==> config.mk <==
export PLATFORM = sky130hd
export DESIGN_NAME = postfix_expression_evaluator_top
export DESIGN_NICKNAME = d
export VERILOG_FILES = /design/src/hdl/pfe_pkg.sv /design/src/hdl/pfe_stack.sv /design/src/hdl/pfe_alu.sv /design/src/hdl/postfix_expression_evaluator_top.sv
export SDC_FILE = /design/constraint.sdc
export NUM_CORES = 1
export LEC_CHECK = 0
export BUFFER_PORTS_ARGS = -buffer_cell sky130_fd_sc_hd__clkbuf_2
export CORE_ASPECT_RATIO = 1.5
export CORE_MARGIN = 3
export CORE_UTILIZATION = 55
export DETAILED_ROUTE_END_ITERATION = 10
export GPL_TIMING_DRIVEN = 0
export HOLD_SLACK_MARGIN = 0.03
export PLACE_DENSITY = 0.74
export SYNTH_ARGS = -nofsm -noshare
export SYNTH_HDL_FRONTEND = slang
export SYNTH_SLANG_ARGS = --single-unit
==> constraint.sdc <==
create_clock -name clock -period 4.8 [get_ports clock]
set_input_delay 0.72 -clock clock [delete_from_list [all_inputs] [get_ports clock]]
set_output_delay 0.72 -clock clock [all_outputs]
set_load 0.01 [all_outputs]
==> src/hdl/pfe_pkg.sv <==
package pfe_pkg;

   // datapath word and default stack size
   localparam int WORD_WIDTH      = 32;
   localparam int CNT_WIDTH       = $clog2(WORD_WIDTH);
   localparam int STACK_DEPTH_DEF = 16;

   // token kinds
   localparam logic [2:0] KIND_OPERAND = 3'd0;
   localparam logic [2:0] KIND_ADD     = 3'd1;
   localparam logic [2:0] KIND_SUB     = 3'd2;
   localparam logic [2:0] KIND_MUL     = 3'd3;
   localparam logic [2:0] KIND_DIV     = 3'd4;
   localparam logic [2:0] KIND_END     = 3'd5;

   // response status codes
   localparam logic [2:0] STATUS_OK       = 3'd0;
   localparam logic [2:0] STATUS_FEW      = 3'd1;
   localparam logic [2:0] STATUS_LEFT     = 3'd2;
   localparam logic [2:0] STATUS_OVERFLOW = 3'd3;
   localparam logic [2:0] STATUS_DIVZERO  = 3'd4;

   // serial unit operations
   typedef enum logic [1:0] {
      ALU_ADD = 2'd0,
      ALU_SUB = 2'd1,
      ALU_MUL = 2'd2,
      ALU_DIV = 2'd3
   } alu_op_type;

   // command from the sequencer to the serial unit
   typedef struct packed {
      logic       start;
      alu_op_type op;
   } alu_req_type;

   // sequencer states
   typedef enum logic [3:0] {
      ST_IDLE   = 4'b0001,
      ST_READ   = 4'b0010,
      ST_DECODE = 4'b0100,
      ST_EXEC   = 4'b1000
   } state_type;

endpackage

==> src/hdl/pfe_stack.sv <==
module pfe_stack #(
   parameter int  DEPTH = pfe_pkg::STACK_DEPTH_DEF,
   localparam int AW    = (DEPTH > 1) ? $clog2(DEPTH) : 1
) (
   input  logic                            clock,
   input  logic                            wr_en,
   input  logic [AW-1:0]                   wr_addr,
   input  logic [pfe_pkg::WORD_WIDTH-1:0]  wr_data,
   input  logic [AW-1:0]                   top_addr,
   input  logic [AW-1:0]                   next_addr,
   output logic [pfe_pkg::WORD_WIDTH-1:0]  top_data,
   output logic [pfe_pkg::WORD_WIDTH-1:0]  next_data
);

   logic [pfe_pkg::WORD_WIDTH-1:0] stack_ff [DEPTH];
   logic [pfe_pkg::WORD_WIDTH-1:0] top_ff;
   logic [pfe_pkg::WORD_WIDTH-1:0] next_ff;

   // one write port, two registered read ports
   always_ff @(posedge clock) begin
      if (wr_en) begin
         stack_ff[wr_addr] <= wr_data;
      end
      top_ff  <= stack_ff[top_addr];
      next_ff <= stack_ff[next_addr];
   end

   assign top_data  = top_ff;
   assign next_data = next_ff;

endmodule

==> src/hdl/pfe_alu.sv <==
module pfe_alu (
   input  logic                            clock,
   input  logic                            reset,
   input  pfe_pkg::alu_req_type            alu_req,
   input  logic [pfe_pkg::WORD_WIDTH-1:0]  a,
   input  logic [pfe_pkg::WORD_WIDTH-1:0]  b,
   output logic                            done,
   output logic [pfe_pkg::WORD_WIDTH-1:0]  result
);

   localparam int W = pfe_pkg::WORD_WIDTH;
   localparam logic [pfe_pkg::CNT_WIDTH-1:0] LAST = pfe_pkg::CNT_WIDTH'(W - 1);

   logic                          busy_ff, busy_in;
   logic                          fix_ff, fix_in;
   logic                          done_ff, done_in;
   pfe_pkg::alu_op_type           op_ff, op_in;
   logic [pfe_pkg::CNT_WIDTH-1:0] cnt_ff, cnt_in;
   logic [W-1:0]                  x_ff, x_in;
   logic [W-1:0]                  y_ff, y_in;
   logic [W-1:0]                  acc_ff, acc_in;
   logic [W-1:0]                  res_ff, res_in;
   logic                          carry_ff, carry_in;
   logic                          neg_ff, neg_in;
   logic                          sub_bit;
   logic                          sum_bit;
   logic [W-1:0]                  rem_shift;
   logic [W:0]                    diff;
   logic                          take;

   // serial add/subtract bit, divide trial subtract
   assign sub_bit   = x_ff[0] ^ (op_ff == pfe_pkg::ALU_SUB);
   assign sum_bit   = y_ff[0] ^ sub_bit ^ carry_ff;
   assign rem_shift = {acc_ff[W-2:0], y_ff[W-1]};
   assign diff      = {1'b0, rem_shift} - {1'b0, x_ff};
   assign take      = ~diff[W];

   // one bit of the operation per cycle
   always_comb begin
      busy_in  = busy_ff;
      fix_in   = fix_ff;
      done_in  = 1'b0;
      op_in    = op_ff;
      cnt_in   = cnt_ff;
      x_in     = x_ff;
      y_in     = y_ff;
      acc_in   = acc_ff;
      res_in   = res_ff;
      carry_in = carry_ff;
      neg_in   = neg_ff;
      if (alu_req.start) begin
         op_in    = alu_req.op;
         busy_in  = 1'b1;
         fix_in   = 1'b0;
         cnt_in   = '0;
         acc_in   = '0;
         carry_in = (alu_req.op == pfe_pkg::ALU_SUB);
         neg_in   = a[W-1] ^ b[W-1];
         if (alu_req.op == pfe_pkg::ALU_DIV) begin
            x_in = a[W-1] ? (~a + W'(1)) : a;
            y_in = b[W-1] ? (~b + W'(1)) : b;
         end else begin
            x_in = a;
            y_in = b;
         end
      end else if (busy_ff) begin
         unique case (op_ff)
            pfe_pkg::ALU_ADD, pfe_pkg::ALU_SUB: begin
               carry_in = (y_ff[0] & sub_bit) | (y_ff[0] & carry_ff) | (sub_bit & carry_ff);
               acc_in   = {sum_bit, acc_ff[W-1:1]};
               x_in     = {1'b0, x_ff[W-1:1]};
               y_in     = {1'b0, y_ff[W-1:1]};
            end
            pfe_pkg::ALU_MUL: begin
               if (x_ff[0]) begin
                  acc_in = acc_ff + y_ff;
               end
               x_in = {1'b0, x_ff[W-1:1]};
               y_in = {y_ff[W-2:0], 1'b0};
            end
            pfe_pkg::ALU_DIV: begin
               acc_in = take ? diff[W-1:0] : rem_shift;
               y_in   = {y_ff[W-2:0], take};
            end
            default: begin
               acc_in = acc_ff;
            end
         endcase
         cnt_in = cnt_ff + pfe_pkg::CNT_WIDTH'(1);
         if (cnt_ff == LAST) begin
            busy_in = 1'b0;
            if (op_ff == pfe_pkg::ALU_DIV) begin
               fix_in = 1'b1;
            end else begin
               done_in = 1'b1;
               res_in  = acc_in;
            end
         end
      end else if (fix_ff) begin
         // quotient sign
         fix_in  = 1'b0;
         done_in = 1'b1;
         res_in  = neg_ff ? (~y_ff + W'(1)) : y_ff;
      end
   end

   // control state
   always_ff @(posedge clock) begin
      if (reset) begin
         busy_ff <= 1'b0;
         fix_ff  <= 1'b0;
         done_ff <= 1'b0;
      end else begin
         busy_ff <= busy_in;
         fix_ff  <= fix_in;
         done_ff <= done_in;
      end
   end

   // datapath
   always_ff @(posedge clock) begin
      op_ff    <= op_in;
      cnt_ff   <= cnt_in;
      x_ff     <= x_in;
      y_ff     <= y_in;
      acc_ff   <= acc_in;
      res_ff   <= res_in;
      carry_ff <= carry_in;
      neg_ff   <= neg_in;
   end

   assign done   = done_ff;
   assign result = res_ff;

endmodule

==> src/hdl/postfix_expression_evaluator_top.sv <==
// Postfix (reverse Polish) evaluator, one token per request. An operand pushes its value onto
// a stack of STACK_DEPTH 32-bit words; add, subtract, multiply and divide pop the top value a
// and the next value b and push a+b, b-a, a*b or b/a (32-bit wrap, division truncates toward
// zero). The first error (too few operands, stack overflow, divide by zero) is held until the
// end token, which returns a status, with the value if exactly one remains and no error was
// held (else zero), and clears the stack. Tokens are handled one at a time: each accepted
// token passes through a stack read state and a decode state before the next can be accepted;
// an arithmetic token that reaches the serial unit also waits in an execute state for the
// bit-serial unit, which does one bit of the add, subtract, multiply or restoring divide per
// cycle, with a further sign step for divide. A finished response sits in an output register,
// so further tokens are taken while it waits; only another end token is held back until the
// earlier response is taken.
module postfix_expression_evaluator_top #(
   parameter int STACK_DEPTH = pfe_pkg::STACK_DEPTH_DEF
) (
   input  logic               clock,
   input  logic               reset,
   input  logic               req_valid,
   output logic               req_stall,
   input  logic [2:0]         req_kind,
   input  logic [30:0]        req_operand_value,
   output logic               rsp_valid,
   input  logic               rsp_stall,
   output logic signed [31:0] rsp_result_value,
   output logic [2:0]         rsp_status
);

   localparam int W  = pfe_pkg::WORD_WIDTH;
   localparam int AW = (STACK_DEPTH > 1) ? $clog2(STACK_DEPTH) : 1;
   localparam int CW = $clog2(STACK_DEPTH + 1);
   localparam logic [CW-1:0] DEPTH_C = CW'(STACK_DEPTH);

   pfe_pkg::state_type   state_ff, state_in;
   logic [2:0]           kind_ff, kind_in;
   logic [30:0]          value_ff, value_in;
   logic [CW-1:0]        count_ff, count_in;
   logic [2:0]           err_ff, err_in;
   logic                 rsp_valid_ff, rsp_valid_in;
   logic [W-1:0]         rsp_value_ff, rsp_value_in;
   logic [2:0]           rsp_status_ff, rsp_status_in;
   logic                 accept;
   logic                 wr_en;
   logic [AW-1:0]        wr_addr;
   logic [W-1:0]         wr_data;
   logic [AW-1:0]        top_addr;
   logic [AW-1:0]        next_addr;
   logic [W-1:0]         top_data;
   logic [W-1:0]         next_data;
   pfe_pkg::alu_req_type alu_req;
   logic                 alu_done;
   logic [W-1:0]         alu_result;

   // request handshake
   assign req_stall = (state_ff != pfe_pkg::ST_IDLE)
                      || (rsp_valid_ff && (req_kind == pfe_pkg::KIND_END));
   assign accept    = req_valid && !req_stall;

   // stack top and next entry
   assign top_addr  = AW'(count_ff - CW'(1));
   assign next_addr = AW'(count_ff - CW'(2));

   pfe_stack #(
      .DEPTH (STACK_DEPTH)
   ) u_stack (
      .clock     (clock),
      .wr_en     (wr_en),
      .wr_addr   (wr_addr),
      .wr_data   (wr_data),
      .top_addr  (top_addr),
      .next_addr (next_addr),
      .top_data  (top_data),
      .next_data (next_data)
   );

   pfe_alu u_alu (
      .clock   (clock),
      .reset   (reset),
      .alu_req (alu_req),
      .a       (top_data),
      .b       (next_data),
      .done    (alu_done),
      .result  (alu_result)
   );

   // token sequencer
   always_comb begin
      state_in      = state_ff;
      kind_in       = kind_ff;
      value_in      = value_ff;
      count_in      = count_ff;
      err_in        = err_ff;
      rsp_valid_in  = rsp_valid_ff && rsp_stall;
      rsp_value_in  = rsp_value_ff;
      rsp_status_in = rsp_status_ff;
      wr_en         = 1'b0;
      wr_addr       = AW'(count_ff);
      wr_data       = {1'b0, value_ff};
      alu_req.start = 1'b0;
      alu_req.op    = pfe_pkg::ALU_ADD;
      unique case (kind_ff)
         pfe_pkg::KIND_SUB: alu_req.op = pfe_pkg::ALU_SUB;
         pfe_pkg::KIND_MUL: alu_req.op = pfe_pkg::ALU_MUL;
         pfe_pkg::KIND_DIV: alu_req.op = pfe_pkg::ALU_DIV;
         default:           alu_req.op = pfe_pkg::ALU_ADD;
      endcase
      unique case (state_ff)
         pfe_pkg::ST_IDLE: begin
            if (accept) begin
               kind_in  = req_kind;
               value_in = req_operand_value;
               state_in = pfe_pkg::ST_READ;
            end
         end
         pfe_pkg::ST_READ: begin
            state_in = pfe_pkg::ST_DECODE;
         end
         pfe_pkg::ST_DECODE: begin
            state_in = pfe_pkg::ST_IDLE;
            priority if (kind_ff == pfe_pkg::KIND_END) begin
               // final response, then clear
               rsp_valid_in = 1'b1;
               rsp_value_in = '0;
               if (err_ff != pfe_pkg::STATUS_OK) begin
                  rsp_status_in = err_ff;
               end else if (count_ff == CW'(1)) begin
                  rsp_status_in = pfe_pkg::STATUS_OK;
                  rsp_value_in  = top_data;
               end else begin
                  rsp_status_in = pfe_pkg::STATUS_LEFT;
               end
               count_in = '0;
               err_in   = pfe_pkg::STATUS_OK;
            end else if ((kind_ff > pfe_pkg::KIND_END) || (err_ff != pfe_pkg::STATUS_OK)) begin
               // ignored token
               state_in = pfe_pkg::ST_IDLE;
            end else if (kind_ff == pfe_pkg::KIND_OPERAND) begin
               if (count_ff >= DEPTH_C) begin
                  err_in = pfe_pkg::STATUS_OVERFLOW;
               end else begin
                  wr_en    = 1'b1;
                  count_in = count_ff + CW'(1);
               end
            end else if (count_ff < CW'(2)) begin
               err_in = pfe_pkg::STATUS_FEW;
            end else if ((kind_ff == pfe_pkg::KIND_DIV) && (top_data == '0)) begin
               err_in = pfe_pkg::STATUS_DIVZERO;
            end else begin
               alu_req.start = 1'b1;
               state_in      = pfe_pkg::ST_EXEC;
            end
         end
         pfe_pkg::ST_EXEC: begin
            // result replaces the next entry, stack shrinks by one
            if (alu_done) begin
               wr_en    = 1'b1;
               wr_addr  = next_addr;
               wr_data  = alu_result;
               count_in = count_ff - CW'(1);
               state_in = pfe_pkg::ST_IDLE;
            end
         end
         default: begin
            state_in = pfe_pkg::ST_IDLE;
         end
      endcase
   end

   // control state
   always_ff @(posedge clock) begin
      if (reset) begin
         state_ff     <= pfe_pkg::ST_IDLE;
         count_ff     <= '0;
         err_ff       <= pfe_pkg::STATUS_OK;
         rsp_valid_ff <= 1'b0;
      end else begin
         state_ff     <= state_in;
         count_ff     <= count_in;
         err_ff       <= err_in;
         rsp_valid_ff <= rsp_valid_in;
      end
   end

   // request and response payload
   always_ff @(posedge clock) begin
      kind_ff       <= kind_in;
      value_ff      <= value_in;
      rsp_value_ff  <= rsp_value_in;
      rsp_status_ff <= rsp_status_in;
   end

   assign rsp_valid        = rsp_valid_ff;
   assign rsp_result_value = $signed(rsp_value_ff);
   assign rsp_status       = rsp_status_ff;

endmodule

==> impl_metrics.env, run 1 <==
export IMPL_outcome="finished, violations left"
export IMPL_violations="capacitance limit"
export IMPL_synthesis_nets=2997
export IMPL_wl_met3_um=12300
export IMPL_cts_root_buf="clkbuf_16"
export IMPL_grt_pass1_wl_um=200000
export IMPL_area_delta_synth_final_pct=12.2
export IMPL_synthAdderAreaFrac_pct=2.43
export IMPL_cp_slowest_cell="mux4_2"
export IMPL_syn_avg_cell_area_um2=14.2
export IMPL_cp_start_kind="flop"
export IMPL_yosysWarnings=0
export IMPL_grt_usage_pct=35.6
export IMPL_drt_iter0_drc=3983
export IMPL_synth_top_family_by_area="multiplexers"
export IMPL_seq_area_frac_synth_pct=55.5
export IMPL_cts_tree="yes"
export IMPL_grt_pass1_vias=29500
export IMPL_total_power_uw=15200
export IMPL_drv_slew=0
export IMPL_antenna_cells=0
export IMPL_critPathCaptureType="flop"
export IMPL_critPathMostFrequentCell="clkbuf_2"
export IMPL_max_freq_mhz=210
export IMPL_pin_count=75
export IMPL_cts_max_path_buffers=3
export IMPL_leakage_uw=0.0154
export IMPL_clk_latency_ps=630
export IMPL_max_stage_delay_ps=570
export IMPL_yosys_top_cells_count="edfxtp_1 (681), mux4_2 (320), nand2_1 (268), o21ai_0 (145), nor2_1 (127)"
export IMPL_drt_vias_per_instance=7.01
export IMPL_worstSetupPathType="flop to flop"
export IMPL_critPathLaunch="count_ff[0]"
export IMPL_synth_compound_area_share_pct=9.71
export IMPL_fin_util_pct=62.3
export IMPL_finalClockSkew_ps=15.9
export IMPL_portBuffers=73
export IMPL_antenna_found_initial=4
export IMPL_cts_hold_buffers=0
export IMPL_core_area_um2=73900
export IMPL_overflow=0
export IMPL_synthCells=2881
export IMPL_hpwl_um=101000
export IMPL_worstPathArrival_ps=5250
export IMPL_final_hold_violation_count=0
export IMPL_die_y_um=341
export IMPL_min_path_type="input port to flop"
export IMPL_ant_nets=0
export IMPL_rows=122
export IMPL_slew_limit_headroom_pct=0.392
export IMPL_dp_cells=3975
export IMPL_synth_edff_count=681
export IMPL_path_cells="clkbuf_2 -> clkbuf_2 -> clkdlybuf4s15_2 -> clkbuf_2 -> inv_1 -> ha_1 -> clkbuf_1 -> buf_2 -> mux4_2 -> mux4_2"
export IMPL_async_flop_share_pct=0
export IMPL_vias=28900
export IMPL_cp_max_fo=10
export IMPL_maxCapViolCount=1
export IMPL_htree_levels=3
export IMPL_drive_gt1_share_pct=22.4
export IMPL_synth_top_flop_cell="edfxtp_1"
export IMPL_synth_largest_area_cell="edfxtp_1"
export IMPL_cts_sinks=798
export IMPL_synth_xor_area_share_pct=2.88
export IMPL_wl_met2_um=71000
export IMPL_ir_drop_uv=349
export IMPL_synth_top_area_share_pct=49.8
export IMPL_worst_hold_slack_ps=262
export IMPL_finalCritPeriodShare_pct=99.2
export IMPL_top_layer="met5"
export IMPL_min_from="req_operand_value[1]"
export IMPL_drc_errors=0
export IMPL_synth_area_leaders="edfxtp_1 (50%), mux4_2 (18%), dfxtp_1 (5.7%), nand2_1 (2.5%), ha_1 (2.3%)"
export IMPL_worst_pin_slew_ps=1480
export IMPL_final_cell_count_no_fill=4117
export IMPL_cp_top_family="buffers and inverters"
export IMPL_power_density_nw_per_um2=331
export IMPL_synthSimpleGateAreaFrac_pct=8.07
export IMPL_muxShareOfSynthArea_pct=18.5
export IMPL_hold_depth=1
export IMPL_wl_um=140000
export IMPL_grt_max_degree=36
export IMPL_period_minus_slack_ps=4760
export IMPL_yosysMostFrequentCell="edfxtp_1"
export IMPL_cp_num_buf_inv=7
export IMPL_die_width_um=229
export IMPL_drt_pass1_iter_count=6
export IMPL_syn_cell_area_um2=41000
export IMPL_place_gp_congestion=0.992
export IMPL_critPathRequiredTime_ps=5290
export IMPL_synth_seq_cells=798
export IMPL_cp_depth=10
export IMPL_worst_r2r_startpoint="count_ff[0]"
export IMPL_initial_core_util_pct=55.5
export IMPL_cts_inserted_buffers=73
export IMPL_fill_cells=5365
export IMPL_wl_per_cell_um=34.0
export IMPL_clkTransAtPathRegs_ps=70
export IMPL_finalSetupViolations=0
export IMPL_ys_types=108
export IMPL_wl_met1_um=45500
export IMPL_die_area_um2=78000
export IMPL_layout_nets=3186
export IMPL_reg2reg_depth=10
## repair_timing
action	4_1_cts	5_1_grt
buffers inserted	0	13
gates cloned	0	0
resized for setup	44	13
setup endpoints to repair	640	309
pin swaps	0	9
## state kept, by name (all words and copies together) (netlist names), 2 cells and up
| register | count |
|---|---|
| u_stack.stack_ff | 512 |
| rsp_result_value | 32 |
| u_alu.acc_ff | 32 |
| u_alu.result | 32 |
| u_alu.x_ff | 32 |
| u_alu.y_ff | 32 |
| u_stack.next_data | 32 |
| u_stack.top_data | 32 |
| value_ff | 31 |
| count_ff | 5 |
| u_alu.cnt_ff | 5 |
| state_ff | 4 |
| err_ff | 3 |
| kind_ff | 3 |
| rsp_status | 3 |
| u_alu.op_ff | 2 |
## cells in the final DEF (no fill, tap or decap), types with 12 or more instances in the layout
master	instances
clkbuf_16	77
a22oi_1	12
nor2b_1	14
nor2_1	109
nor4_1	17
buf_1	18
and2_1	42
nor3_1	45
a211oi_1	29
or4_1	12
a21oi_1	125
mux2i_1	33
xor2_1	67
inv_1	70
o21ai_0	144
nand3_1	30
or3_1	21
a221oi_1	16
o211ai_1	14
a31oi_1	26
a21o_1	38
and3_1	25
nor2_4	19
buf_16	18
nand2_1	267
dfxtp_1	117
clkinv_2	13
buf_2	14
o31ai_1	29
ha_1	75
edfxtp_1	681
nand4_1	18
clkbuf_1	112
mux4_2	320
buf_4	22
xnor2_1	67
o41ai_1	15
clkbuf_2	84
## kinds of logic (layout without fill, tap and decap cells)
family	Yosys count	in the layout
multiplexers	357	357
flip-flops	798	798
buffers and inverters	254	498
AO/OA/AOI/OAI	581	581
AND/OR/NAND/NOR	678	678
XOR/XNOR	135	135
adder cells (fa/ha/maj)	78	78
## worst register-to-register path, stage by stage (launching register included)
cell and delay [ps]:
dfxtp_1 390, clkbuf_2 290, clkbuf_2 400, clkdlybuf4s15_2 530, clkbuf_2 400, inv_1 170
ha_1 380, clkbuf_1 430, buf_2 520, mux4_2 580, mux4_2 530
## path summary, 6_finish.rpt
| check | slack, ps | endpoint |
|---|---|---|
| worst max register to register | 40 | u_stack.top_data[9] |
| worst min-delay path | 260 | value_ff[1] |
| worst min register to register | 520 | err_ff[1] |
| worst max-delay path | 40 | u_stack.top_data[9] |
## area by class of cell
class / count / area, um^2 / area share (%)
Tap cell: 992 / 1240 / 2.70
Multi-Input combinational cell: 1829 / 17200 / 37.4
Clock buffer: 94 / 2020 / 4.39
Inverter: 73 / 274 / 0.595
Sequential cell: 798 / 22800 / 49.5
Clock inverter: 36 / 328 / 0.712
Timing Repair Buffer: 115 / 1170 / 2.55
Buffer: 180 / 971 / 2.11
## power breakdown
| group | leakage (uW) | total [uW] | internal (uW) | switching (uW) |
|---|---|---|---|---|
| Combinational | 0.00706 | 1420 | 463 | 956 |
| Sequential | 0.00720 | 7950 | 7830 | 122 |
| Clock | 0.00115 | 5860 | 3260 | 2600 |
| Total | 0.0154 | 15200 | 11600 | 3680 |
## stage by stage
step,cell area (um^2),TNS (ps),setup slack [ps]
after floorplan,41000,0,112
after global placement,42600,-1682110,-3570
after CTS,45900,-1090,-95.5
final,46000,0,37.8
after detailed placement,43500,-277390,-1440
after global routing,46000,-335,-25.1
## metal layers
metal  vias to the layer above  track usage (%)
li1                      11800                -
met1                     14300             39.9
met2                      2149             62.1
met3                       587             6.07
met4                         6             24.7
met5                         -                0
Power figures use the tool's default switching activity.
==> inputs of run 2 (changes only) <==
Settings changed: CORE_UTILIZATION 55 to 57, PLACE_DENSITY 0.74 to 0.76.
==> run 2 against run 1 <==
Against the previous run:
- sequential power about the same
- the flow finishes with violations (capacitance limit, slew limit)
- combinational power barely moved
- largest power group unchanged
- first-iteration DRC count is 1.2% higher
- clock power decreased by 2%
==> impl_metrics.env, run 2 (synthesized netlist as in run 1, its figures left out) <==
export IMPL_drc_errors=0
export IMPL_worst_r2r_startpoint="count_ff[0]"
export IMPL_pin_count=75
export IMPL_place_gp_congestion=1.01
export IMPL_ant_nets=0
export IMPL_critPathCaptureType="flop"
export IMPL_dp_cells=3883
export IMPL_drv_slew=7
export IMPL_die_area_um2=75300
export IMPL_period_minus_slack_ps=4770
export IMPL_wl_met2_um=67100
export IMPL_finalClockSkew_ps=24.9
export IMPL_grt_pass1_vias=30000
export IMPL_htree_levels=3
export IMPL_regMostFlops="u_stack.stack_ff"
export IMPL_layout_common_cells="edfxtp_1 (681), mux4_2 (320), nand2_1 (267)"
export IMPL_fin_ws_ps=29.0
export IMPL_antenna_found_initial=3
export IMPL_critPathRequiredTime_ps=5250
export IMPL_leakage_uw=0.0153
export IMPL_cts_hold_buffers=0
export IMPL_maxCapViolCount=1
export IMPL_grt_pass1_wl_um=199000
export IMPL_grt_usage_pct=36.7
export IMPL_pre_cts_slack_ps=-1470
export IMPL_clk_latency_ps=610
export IMPL_hpwl_um=98400
export IMPL_portBuffers=73
export IMPL_final_cell_count_no_fill=4016
export IMPL_initial_core_util_pct=58.0
export IMPL_drive_gt1_share_pct=21.9
export IMPL_cp_max_fo=10
export IMPL_finalSetupViolations=0
export IMPL_final_hold_violation_count=0
export IMPL_layout_nets=3173
export IMPL_total_power_uw=15100
export IMPL_violations="capacitance limit, slew limit"
export IMPL_vias=29300
export IMPL_core_area_um2=70700
export IMPL_cts_root_buf="clkbuf_16"
export IMPL_cts_tree="yes"
export IMPL_worstSetupPathType="flop to flop"
export IMPL_cts_sinks=798
export IMPL_cts_inserted_buffers=69
export IMPL_area_delta_synth_final_pct=11.2
export IMPL_wl_met3_um=13500
export IMPL_slew_limit_headroom_pct=-2.43
export IMPL_drt_pass1_iter_count=6
export IMPL_drt_iter0_drc=4031
export IMPL_max_freq_mhz=210
export IMPL_finalCritPeriodShare_pct=99.4
export IMPL_overflow=0
export IMPL_clkTransAtPathRegs_ps=70
export IMPL_critPathLaunch="count_ff[0]"
export IMPL_outcome="finished, violations left"
export IMPL_worst_pin_slew_ps=1520
export IMPL_ir_drop_uv=303
export IMPL_wl_met1_um=42800
export IMPL_antenna_cells=0
export IMPL_power_density_nw_per_um2=331
export IMPL_cts_max_path_buffers=3
export IMPL_final_common_cell="edfxtp_1"
export IMPL_rsz0062_at_grt="true"
export IMPL_min_path_type="input port to flop"
export IMPL_die_y_um=335
export IMPL_drt_vias_per_instance=7.29
export IMPL_rows=119
export IMPL_die_width_um=225
export IMPL_worstPathArrival_ps=5220
export IMPL_min_from="req_operand_value[16]"
export IMPL_wl_um=138000
export IMPL_grt_max_degree=36
export IMPL_top_layer="met5"
export IMPL_cp_start_kind="flop"
export IMPL_largest_reg_flops=512
export IMPL_wl_per_cell_um=34.2
## run 2: changes by cell type in the layout (fill, tap and decap cells not counted), sizes merged
cell / change
bufinv: +4
clkbuf: -1
clkinv: -7
clkdlybuf4s15: -1
clkdlybuf4s18: +1
clkinvlp: -1
buf: -11
## run 2: path summary, 6_finish.rpt
check	endpoint	slack [ps]	cells after the start
worst min-delay path	value_ff[16]	290	1
worst max register to register	u_stack.top_data[19]	30	10
worst min register to register	err_ff[2]	510	2
worst max-delay path	u_stack.top_data[19]	30	10
## run 2: metal layers
| metal | GRT usage, % | up-vias |
|---|---|---|
| li1 | - | 11800 |
| met4 | 31.0 | 2 |
| met2 | 60.7 | 2351 |
| met1 | 40.7 | 14300 |
| met3 | 7.50 | 779 |
| met5 | 0 | - |
## run 2: metrics by stage
stage / setup TNS, ps / hold slack [ps] / util (%) / cell area (um^2)
global route: -5.31 / 275 / 64.5 / 45600
floorplan: 0 / 459 / - / 41000
CTS: 0 / 264 / 64.5 / 45600
global placement: -1580580 / 473 / 60.1 / 42500
detailed placement: -485310 / 495 / 61.1 / 43200
finish: 0 / 286 / 64.5 / 45600
## run 2: what timing repair did
action	CTS	global route
setup buffers	9	2
pin swaps	3	1
gates cloned	0	0
gates resized for setup	35	30
endpoints found under the setup margin	652	120
## run 2: power breakdown
group | internal [uW] | switching [uW] | total (uW)
clock network | 3230 | 2500 | 5730
registers | 7830 | 118 | 7950
logic | 464 | 965 | 1430
## run 2: layout make-up
type / count / area [um^2]
Tap cell: 907 / 1130
Clock buffer: 91 / 1860
Fill cell: 4885 / 25100
Timing Repair Buffer: 106 / 953
Sequential cell: 798 / 22800
Multi-Input combinational cell: 1829 / 17300
Buffer: 180 / 971
Clock inverter: 32 / 394
Inverter: 73 / 274
## run 2: critical path: stages, from the launching register on
cell             delay, ps
dfxtp_1                400
clkbuf_2               340
clkbuf_2               390
clkdlybuf4s18_2        550
clkbuf_2               400
inv_1                  160
ha_1                   380
clkbuf_1               410
clkbuf_4               460
mux4_2                 570
mux4_2                 550
